**config.mk**
```make
export PLATFORM = sky130hd
export DESIGN_NAME = swkth_cell
export DESIGN_NICKNAME = d
export VERILOG_FILES = /design/src/sv/swkth_cell.sv
export SDC_FILE = /design/constraint.sdc
export NUM_CORES = 1
export LEC_CHECK = 0
export BUFFER_PORTS_ARGS = -buffer_cell sky130_fd_sc_hd__buf_4
export CAP_MARGIN = 15
export CORE_ASPECT_RATIO = 1.4
export CORE_MARGIN = 2
export CORE_UTILIZATION = 30
export CTS_CLUSTER_DIAMETER = 80
export DETAILED_ROUTE_END_ITERATION = 10
export HOLD_SLACK_MARGIN = 0.08
export PLACE_DENSITY = 0.6
export SLEW_MARGIN = 20
export SYNTH_ARGS = -nofsm -noshare
export SYNTH_HDL_FRONTEND = slang
export SYNTH_SLANG_ARGS = --single-unit
```
**constraint.sdc**
```tcl
create_clock -name clk -period 3.76 [get_ports clk]
set_input_delay 0.188 -clock clk [delete_from_list [all_inputs] [get_ports clk]]
set_output_delay 0.188 -clock clk [all_outputs]
set_load 0.01 [all_outputs]
```
**src/sv/swkth_cell.sv**
```systemverilog
// ----------------------------------------------------------------------------
// swkth_cell: one slot of the sorted window
// Holds one sample and its age, and takes its next content from itself or a
// neighbor so that the row stays sorted when a sample leaves and one enters.
// ----------------------------------------------------------------------------
module swkth_cell #(
  parameter int SAMPLE_WIDTH = 32,
  parameter int AW           = 6
) (
  input  logic                           clk,
  input  logic                           upd,
  input  logic signed [SAMPLE_WIDTH-1:0] key,
  input  logic                           full,
  input  logic                           in_win,
  input  logic        [AW-1:0]           wm1,
  input  logic signed [SAMPLE_WIDTH-1:0] prev_val,
  input  logic        [AW-1:0]           prev_age,
  input  logic                           prev_lt,
  input  logic                           prev_rm_seen,
  input  logic signed [SAMPLE_WIDTH-1:0] nxt_val,
  input  logic        [AW-1:0]           nxt_age,
  input  logic                           nxt_lt,
  output logic signed [SAMPLE_WIDTH-1:0] val,
  output logic        [AW-1:0]           age,
  output logic                           lt,
  output logic                           rm_seen
);

  logic                           rm;
  logic signed [SAMPLE_WIDTH-1:0] r_val;
  logic        [AW-1:0]           r_age;
  logic                           r_lt;
  logic signed [SAMPLE_WIDTH-1:0] p_val;
  logic        [AW-1:0]           p_age;
  logic                           p_lt;
  logic signed [SAMPLE_WIDTH-1:0] val_next;
  logic        [AW-1:0]           age_next;

  // The oldest sample of a full window leaves; every slot at or after it
  // sees the remaining row shifted down by one.
  assign rm      = full && in_win && (age == wm1);
  assign rm_seen = prev_rm_seen | rm;
  assign lt      = in_win && (val < key);

  // Remaining row at this position and at the one before it.
  assign r_val = rm_seen ? nxt_val : val;
  assign r_age = rm_seen ? nxt_age : age;
  assign r_lt  = rm_seen ? nxt_lt  : lt;
  assign p_val = prev_rm_seen ? val : prev_val;
  assign p_age = prev_rm_seen ? age : prev_age;
  assign p_lt  = prev_rm_seen ? lt  : prev_lt;

  always_comb begin
    if (r_lt) begin
      val_next = r_val;
      age_next = r_age + AW'(1);
    end else if (p_lt) begin
      val_next = key;
      age_next = '0;
    end else begin
      val_next = p_val;
      age_next = p_age + AW'(1);
    end
  end

  always_ff @(posedge clk) begin
    if (upd) begin
      val <= val_next;
      age <= age_next;
    end
  end

endmodule : swkth_cell

```
-- Word-level counts from Yosys, hierarchy flattened
Cells that the tools add are included.
- register bits: 38
- latch bits: 0
- bits in writable memories: 0
- ROM bits: 0
- input port bits: 121
- output and inout port bits: 40
- word-level logic and storage cells: 23
- memories kept: 0
- $add $sub $neg: 2
- $mul: 0
- divide/modulo/power cells: 0
- magnitude comparators: 1
- equal/unequal tests: 3
- shift-type cells: 0
- muxes and demuxes: 10
- bitwise logic cells: 1
- reductions and logical operators: 4
- operators with widths (operator ; count):
    two-way mux 32 bit ; 4
    < comparator 32 bit ; 1
    two-way mux 6 bit ; 4
    adder 6 x 1 -> 6 bit (second input constant) ; 2
    equality test 6 bit ; 1
    logical AND 1 bit ; 3
    != test 3 x 1 -> 1 bit (second input constant) ; 1
    AND reduction 3 bit ; 1
    two-way mux 1 bit ; 2
    != test 2 bit (second input constant) ; 1
    OR 1 bit ; 1

-- Longest topological paths before layout
Gate-level depths: netlist of run 1.
- depth after elaboration: 6
- gate-level depth with buffers: 12
- mapped depth without buffers: 10

-- Worst setup path after synthesis of run 1
Ideal clock, no wire load.
- path type: reg-to-reg
- start: register val[7]
- end: register val[0], enable pin
- setup time: 0.393 ns
- arrival time: 2.879 ns
- data required time: 3.367 ns
- setup slack: 0.488 ns
- stages on the path, launching flop included: 9
- buffers on the path: 0
- clock period less this slack: 3.272 ns
- path through: edfxtp_1 -> ha_1 -> nand4_1 -> o311a_1 -> o41ai_2 -> a21oi_1 -> xnor2_2 -> and2_1 -> o311a_1
- longest elaborated chain between the ends: 5
- elaborated cells between the ends (all ways): 7
- classes of those cells: order compare (1); eq/ne (2); mux (2); reduce/logical (2)
- ends and longest elaborated chain (item ; line ; text):
    start, declared ; 23 ; output logic signed [SAMPLE_WIDTH-1:0] val,
    start signal, assigned ; 68 ; val <= val_next;
    < comparator 32 bit * ; 43 ; assign lt = in_win && (val < key);
    logical AND 1 bit * ; 43 ;
    via lt ; 25 ; output logic lt,
    two-way mux 1 bit (on tied branches) ; 48, 51 ;
    != test 3 x 1 -> 1 bit (no line) or != test 2 bit (tied branches) ; -- ;
    AND reduction 3 bit (no line) * ; -- ;
The timed path passes the listed nets; every way through them passes the cells marked *.
A chain may end at the register's enable or synchronous reset.

-- Final worst setup path of run 1
- start: register val[31]
- end: register val[9], enable pin
- longest elaborated chain between the ends: 5
- elaborated cells between the ends (all ways): 7
- classes of those cells: order compare (1); eq/ne (2); mux (2); reduce/logical (2)
- ends and longest elaborated chain (item ; line):
    < comparator 32 bit * ; 43
    logical AND 1 bit * ; 43
    two-way mux 1 bit (on tied branches) ; 48, 51
    != test 3 x 1 -> 1 bit (no line) or != test 2 bit (tied branches) ; --
    AND reduction 3 bit (no line) * ; --
Every way passes the cells marked *; elsewhere a longest branch is shown, timed or not.

==> key figures, run 1 <==
Setup path
  • CP Launch Type: register
  • Critical Path Sink: val[9]
  • Setup CP Type: register to register
  • Worst-path maximum fanout: 32
  • Critical Path Source: val[31]
  • Levels on crit path: 9
  • CP bufs+invs: 0
  • Worst setup EP type: register
  • Largest stage delay, worst path: 0.71 ns
  • Worst path cell trace: ha_1 -> nand4_1 -> nor3_1 -> nand2_1 -> o211ai_1 -> a21oi_1 -> xnor2_2 -> and2_1 -> o311a_2
  • CP required: 3.66 ns
  • Critical register-to-register path endpoint: val[9]
  • Register-to-Register Path Depth: 9
  • Reg2reg setup slack: 0.49 ns
  • Reg2reg start: val[31]
  • CP max stage cell: o311a_2
  • WP data arrival: 3.17 ns
  • Top delay family on crit path: compound AO/OA/AOI/OAI gates

Job
  • Max Cap Viol: 0

Pwr
  • Maximum VDD drop: 0.158 mV
  • Flop pwr share: 36.2%
  • Internal: 1150 µW
  • Cell Pwr Density: 341 mW/mm²
  • Pleak: 0.00232 µW
  • Switch Pwr: 493 µW
  • Switch share: 30.0%
  • Gate power share: 40.0%
  • Clock power frac: 23.8%
  • PnR Total Power: 1650 µW

Place
  • Placed Instance Area: 0.00470 mm²
  • Final RePlAce weighted congestion: 0.779
  • DP HPWL: 7.61 mm
  • Buffers on Ports: 160

Clock network
  • Clock transition at the registers of the reported paths: 0.06 ns
  • Num CTS Buffers: 5
  • Root Driver: clkbuf_16
  • Worst-skew pair later-pin latency: 0.27 ns
  • Post-CTS Hold Buffers: 0
  • Number of setup buffers added after CTS: 0
  • Clock buffer depth: 2
  • CTS resizes: 0
  • CTS H-tree depth: 2
  • Clock sink total: 38
  • CTS tree: yes

Timing
  • Rel. slew slack: 46.3%
  • Finish-stage setup viols: 0
  • RSZ-0062 raised after global routing: no
  • Pins over their slew limit: 0
  • Setup_tns: 0 ns
  • Worst Skew: 0.00775 ns
  • Max Fclk: 306 MHz
  • Tmin final: 3.27 ns
  • Actual slew at the worst max-slew pin: 0.805 ns
  • Final Hold Violating Endpoints: 0
  • Crit share post-route: 87.0%

Floorplan
  • Die area: 0.0120 mm²
  • Std-Cell Rows: 45
  • I/O Pins: 161
  • Core Area: 0.0109 mm²
  • Die Wd: 93.2 µm
  • Effective utilization at floorplan: 30.7%
  • DIE HEIGHT: 129 µm

Final layout
  • Antenna Cells: 0
  • Fill cell count: 1049
  • Commonest cells after routing, fill and taps aside: buf_4, edfxtp_1, inv_1
  • Share of cells above drive strength 1: 46.1%
  • Most common cell after layout, fill and taps aside: buf_4
  • Layout area overhead: 44.8%
  • Final #Nets: 613
  • Fin area: 0.00484 mm²

Synth
  • Async S/R FF share, synth: 0%
  • Register area share after synthesis: 34.2%
  • Synth Instances: 297
  • Post-synthesis cell area: 0.00334 mm²
  • Post-synthesis register bit count: 38
  • Post-synthesis net count: 451
  • Post-Syn Area per Cell: 11.2 µm²
  • Top FF cell, synth: edfxtp_1
  • Distinct cells, synth: 40
  • Ys Warns: 0
  • Post-synth EDFFs: 38

GRT
  • Total GRT Usage: 15.3%
  • Largest net degree at the start of global routing: 33
  • Global-route wire length before repair: 14.5 mm
  • Gr ovfl total: 0
  • Number of global-route vias before repair: 3084
  • Initial antenna violation count: 0

Routing
  • Vias per cell: 4.72
  • # DRC: 0
  • Initial DRC Count: 57
  • Routed via count: 2835
  • Routed WL per cell: 15.2 µm
  • DRT Wirelength: 9.16 mm
  • Routed Antenna Nets: 0
  • DRT Pass-1 Iters: 4

Hold path
  • Worst hold path class: input pin to register

Outcome
  • Status: finished clean
[cell usage after synthesis, types with 2 or more instances]
cell type  instances  area share (%)
a211oi_1           2            0.45
a21oi_1           14             2.1
a31oi_1            2            0.37
and3_1             5            0.94
buf_2              3            0.45
buf_4              3            0.67
buf_6              2            0.67
edfxtp_1          38              34
ha_1              33              12
inv_1             35             3.9
mux2_1            32              11
mux2_2            22             7.4
mux2_4            14             6.3
mux2i_1           14             4.2
nand2_1           18             2.0
nand3_1            5            0.75
nand4_1            6             1.1
nor2_1             6            0.67
nor2b_1            3            0.56
nor4_1             2            0.37
o21ai_0            6            0.90
o311a_1            2            0.60
xnor2_1            7             1.8
xor2_1             7             1.8
[stage by stage]
step	util, %	instances	hold WS [ns]	setup WS (ns)
floorplan	-	297	0.300	0.488
detailed placement	43.2	593	0.477	0.426
global route	44.5	601	0.196	0.184
CTS	44.5	601	0.193	0.396
global placement	43.2	593	0.471	0.511
finish	44.5	601	0.193	0.490
[power by group through the flow]
stage	clock [µW]	combinational [µW]	sequential, µW
final	392	659	596
after global routing	423	729	606
after CTS	406	673	598
after detailed placement	0	670	606
after global placement	0	661	604
after floorplan	0	370	622
[logic make-up after synthesis]
family | synth area share (%)
XOR/XNOR | 4.16
buffers and inverters | 6.29
adder cells (fa/ha/maj) | 12.4
flip-flops | 34.2
AO/OA/AOI/OAI | 7.12
AND/OR/NAND/NOR | 7.19
multiplexers | 28.7
[how the worst min path moves through the flow]
stage	from	slack, ns	depth (start not counted)	to
after global placement	nxt_val[31]	0.47	2	val[31]
after global routing	upd	0.20	1	age[1]
after floorplan	upd	0.30	0	age[0]
final	upd	0.19	1	age[0]
after detailed placement	nxt_val[3]	0.48	2	val[3]
after CTS	nxt_val[31]	0.19	2	val[31]
[routing by layer]
layer	GRT usage [%]	wire length [µm]	vias to the layer above
met1	15.0	3100	1338
met3	2.63	470	6
met4	4.24	137	0
met2	32.0	5450	81
li1	-	-	1410
met5	0	0	-
[area by class of cell]
cell class | instances | area (µm²) | share of cell area, %
Inverter | 35 | 131 | 2.72
Clock buffer | 5 | 125 | 2.59
Multi-Input combinational cell | 214 | 2010 | 41.6
Timing Repair Buffer | 165 | 1240 | 25.6
Clock inverter | 3 | 11.3 | 0.233
Sequential cell | 38 | 1140 | 23.6
Tap cell | 141 | 176 | 3.65
[state kept, by name (all words and copies together), names as in the netlist]
name,flops
val,32
age,6
Power figures use the tool's default switching activity.
==> run 2: changes to the inputs <==
--- a/config.mk
+++ b/config.mk
@@ -13,7 +13,7 @@
 export CTS_CLUSTER_DIAMETER = 80
 export DETAILED_ROUTE_END_ITERATION = 10
 export HOLD_SLACK_MARGIN = 0.08
-export PLACE_DENSITY = 0.6
+export PLACE_DENSITY = 0.66
 export SLEW_MARGIN = 20
 export SYNTH_ARGS = -nofsm -noshare
 export SYNTH_HDL_FRONTEND = slang
==> key figures, run 2 (synthesized netlist as in run 1, its figures left out) <==
Clock network
  • Post-CTS Hold Buffers: 0
  • CTS tree: yes
  • Clock sink total: 38
  • Worst-skew pair later-pin latency: 0.28 ns
  • Num CTS Buffers: 5
  • Root Driver: clkbuf_16
  • CTS H-tree depth: 2
  • Clock buffer depth: 2
  • Clock transition at the registers of the reported paths: 0.06 ns
  • Number of setup buffers added after CTS: 0
  • CTS resizes: 0

Setup path
  • Worst setup EP type: register
  • Largest stage delay, worst path: 0.39 ns
  • CP Launch Type: register
  • CP max stage cell: edfxtp_1
  • Worst-path maximum fanout: 20
  • Worst path cell trace: ha_1 -> nand4_1 -> o311a_1 -> o41ai_2 -> a211oi_1 -> a211oi_4 -> buf_4 -> mux2_2 -> mux2_1
  • CP bufs+invs: 1
  • Setup CP Type: register to register
  • Top delay family on crit path: compound AO/OA/AOI/OAI gates
  • WP data arrival: 3.26 ns
  • CP required: 3.79 ns

Outcome
  • Status: finished clean

Final layout
  • Fin area: 0.00486 mm²
  • Biggest regs: val x32, age x6
  • Most common cell after layout, fill and taps aside: buf_4
  • Fill cell count: 1047
  • Register area: 0.00114 mm²
  • Final #Nets: 614
  • Largest Register: val
  • Share of cells above drive strength 1: 46.3%
  • Commonest cells after routing, fill and taps aside: buf_4, edfxtp_1, inv_1
  • Area of the multi-input gates: 0.00201 mm²
  • Layout area overhead: 45.7%
  • Max reg flops: 32
  • Antenna Cells: 0

Floorplan
  • Die Wd: 93.2 µm
  • Std-Cell Rows: 45
  • Core Area: 0.0109 mm²
  • I/O Pins: 161
  • DIE HEIGHT: 129 µm
  • Effective utilization at floorplan: 30.7%
  • Die area: 0.0120 mm²

Routing
  • Routed via count: 2834
  • # DRC: 0
  • Routed Antenna Nets: 0
  • Routed WL per cell: 15.3 µm
  • DRT Wirelength: 9.21 mm
  • Initial DRC Count: 88
  • Vias per cell: 4.72
  • DRT Pass-1 Iters: 4

Timing
  • RSZ-0062 raised after global routing: no
  • Final Hold Violating Endpoints: 0
  • Crit share post-route: 85.9%
  • Actual slew at the worst max-slew pin: 0.456 ns
  • Worst Skew: 0.00337 ns
  • Rel. slew slack: 69.3%
  • Tmin final: 3.23 ns
  • Max Fclk: 309 MHz
  • Setup_tns: 0 ns
  • Finish-stage setup viols: 0
  • Pins over their slew limit: 0

Place
  • Final RePlAce weighted congestion: 0.815
  • Buffers on Ports: 160
  • Placed Instance Area: 0.00473 mm²
  • DP HPWL: 7.59 mm

Job
  • Max Cap Viol: 0

GRT
  • Gr ovfl total: 0
  • Global-route wire length before repair: 14.2 mm
  • Largest net degree at the start of global routing: 29
  • Initial antenna violation count: 0
  • Total GRT Usage: 15.4%
  • Number of global-route vias before repair: 2939

Pwr
  • Pleak: 0.00233 µW
  • Cell Pwr Density: 342 mW/mm²
  • Maximum VDD drop: 0.157 mV

Hold path
  • Worst hold path class: input pin to register
[run 2: changes by cell type in the layout (fill, tap and decap cells not counted), sizes merged]
cell    change
clkbuf      +2
clkinv      -3
buf         +1
[run 2: final timing paths]
kind | from | endpoint | slack, ns | depth (start not counted)
worst min-delay path | upd | age[2] | 0.18 | 1
worst max-delay path | val[7] | val[15] | 0.53 | 9
worst min register to register | age[0] | age[0] | 0.88 | 2
worst max register to register | val[7] | val[15] | 0.53 | 9
[run 2: final cells by class]
cell class              count  area share, %
multi-input cells         214           41.4
clock buffers               7           2.73
flip-flops and latches     38           23.5
well taps                 141           3.63
repair buffers            166           26.1
inverters                  35           2.70
[run 2: layer usage]
layer	part of all wire (%)	vias up	global-route usage, %
met4	2.9	0	6.49
met5	0	-	0
met2	55	96	29.0
li1	-	1413	-
met3	5.9	14	3.45
met1	36	1311	16.2
[run 2: stage by stage]
step	worst slack [ns]	util [%]	hold WS, ns	power, µW	std cells
after floorplan	0.488	-	0.300	992	297
after global placement	0.539	43.5	0.470	1270	594
after detailed placement	0.456	43.5	0.473	1280	594
after CTS	0.439	44.8	0.177	1700	601
after global routing	0.291	44.8	0.181	1780	601
final	0.529	44.8	0.181	1670	601
[run 2: power breakdown]
group	switching (µW)	internal (µW)
logic	295	372
registers	45.7	551
clock network	158	243
==> run 3: changes to the inputs <==
--- a/config.mk
+++ b/config.mk
@@ -9,11 +9,12 @@
 export CAP_MARGIN = 15
 export CORE_ASPECT_RATIO = 1.4
 export CORE_MARGIN = 2
-export CORE_UTILIZATION = 30
+export CORE_UTILIZATION = 47
 export CTS_CLUSTER_DIAMETER = 80
 export DETAILED_ROUTE_END_ITERATION = 10
 export HOLD_SLACK_MARGIN = 0.08
-export PLACE_DENSITY = 0.66
+export PLACE_DENSITY = 0.91
+export SKIP_CTS_REPAIR_TIMING = 1
 export SLEW_MARGIN = 20
 export SYNTH_ARGS = -nofsm -noshare
 export SYNTH_HDL_FRONTEND = slang
==> key figures, run 3 (synthesized netlist as in run 1, its figures left out) <==
Outcome
  • Status: finished clean

Clock network
  • CTS H-tree depth: 2
  • Root Driver: clkbuf_8
  • CTS tree: yes
  • Clock transition at the registers of the reported paths: 0.08 ns
  • Worst-skew pair later-pin latency: 0.28 ns
  • Clock buffer depth: 2
  • Num CTS Buffers: 5
  • Clock sink total: 38

Setup path
  • Setup CP Type: register to register
  • CP bufs+invs: 1
  • Top delay family on crit path: compound AO/OA/AOI/OAI gates
  • Worst-path maximum fanout: 22
  • CP max stage cell: edfxtp_1
  • CP Launch Type: register
  • Worst path cell trace: ha_1 -> nand4_1 -> o311a_1 -> o41ai_2 -> a211oi_1 -> a211oi_4 -> buf_4 -> mux2_2 -> mux2_1
  • Register-to-Register Path Depth: 9
  • CP required: 3.79 ns
  • Worst setup EP type: register
  • Largest stage delay, worst path: 0.40 ns
  • Levels on crit path: 9
  • WP data arrival: 3.32 ns

Final layout
  • Most common cell after layout, fill and taps aside: buf_4
  • Biggest regs: val x32, age x6
  • Commonest cells after routing, fill and taps aside: buf_4, edfxtp_1, inv_1
  • Util after Layout: 68.7%
  • Layout area overhead: 42.6%
  • Share of cells above drive strength 1: 46.3%
  • Antenna Cells: 0
  • Largest Register: val
  • Max reg flops: 32
  • Layout Cells excl Fill: 557
  • Final #Nets: 615

Hold path
  • Worst hold stages: 2
  • Worst hold path class: input pin to register

Floorplan
  • Core Area: 0.00694 mm²
  • Die area: 0.00781 mm²
  • Die Wd: 75.2 µm
  • DIE HEIGHT: 104 µm
  • Std-Cell Rows: 36
  • I/O Pins: 161
  • Effective utilization at floorplan: 48.1%

GRT
  • Initial antenna violation count: 0
  • Total GRT Usage: 22.5%
  • Gr ovfl total: 0
  • Global-route wire length before repair: 13.8 mm
  • Largest net degree at the start of global routing: 23
  • Number of global-route vias before repair: 3143

Timing
  • Worst Skew: 0.00869 ns
  • Finish-stage setup viols: 0
  • Actual slew at the worst max-slew pin: 0.385 ns
  • Final Hold Violating Endpoints: 0
  • Rel. slew slack: 74.2%
  • Setup_tns: 0 ns
  • RSZ-0062 raised after global routing: no
  • Pins over their slew limit: 0
  • Max Fclk: 304 MHz
  • Crit share post-route: 87.4%
  • Tmin final: 3.29 ns

Routing
  • Vias per cell: 5.23
  • Initial DRC Count: 68
  • Routed WL per cell: 15.7 µm
  • Routed Antenna Nets: 0
  • Routed via count: 2911
  • # DRC: 0
  • DRT Wirelength: 8.74 mm
  • DRT Pass-1 Iters: 4

Place
  • DP HPWL: 7.21 mm
  • Final RePlAce weighted congestion: 0.819
  • Inst Count DP: 549
  • Buffers on Ports: 160

Pwr
  • Maximum VDD drop: 0.234 mV
  • Cell Pwr Density: 336 mW/mm²
  • Pleak: 0.00232 µW

Job
  • Max Cap Viol: 0
[run 3: per-layer routing]
metal / GRT usage, % / vias to the layer above / routed length (µm)
li1: - / 1414 / -
met3: 4.18 / 14 / 513
met5: 0 / - / 0
met4: 7.77 / 0 / 190
met1: 23.5 / 1377 / 3110
met2: 42.6 / 106 / 4930
[run 3: path summary, 6_finish.rpt]
path	to	slack, ns	start
worst max-delay path	val[4]	0.47	val[7]
worst min-delay path	val[31]	0.18	nxt_val[31]
worst max register to register	val[4]	0.47	val[7]
worst min register to register	age[0]	0.87	age[0]
[run 3: power breakdown]
group	total [µW]	internal, µW	switching [µW]
Clock	343	199	144
Combinational	663	367	296
Sequential	596	551	45.7
[run 3: area by class of cell]
cell class	instances	area, µm²
fillers	550	2170
multi-input cells	214	2010
repair buffers	167	1250
flip-flops and latches	38	1140
inverters	35	131
well taps	95	119
clock buffers	7	76.3
clock inverters	1	30.0
[run 3: worst reg2reg max path, delay by kind of cell, from the launching register on]
kind | cells | cell delay, ns
flops | 1 | 0.40
fa+ha+maj | 1 | 0.33
buf+inv | 1 | 0.33
compound gates | 4 | 1.17
simple gates | 1 | 0.12
mux | 2 | 0.69
[run 3: per-stage QoR]
step	total power, µW	hold WS, ns	setup slack (ns)	cell area (µm²)
final	1600	0.183	0.474	4760
after global routing	1690	0.179	0.302	4760
after CTS	1620	0.170	0.461	4760
after detailed placement	1270	0.475	0.465	4660
after global placement	1240	0.471	0.582	4660
after floorplan	992	0.300	0.488	3340
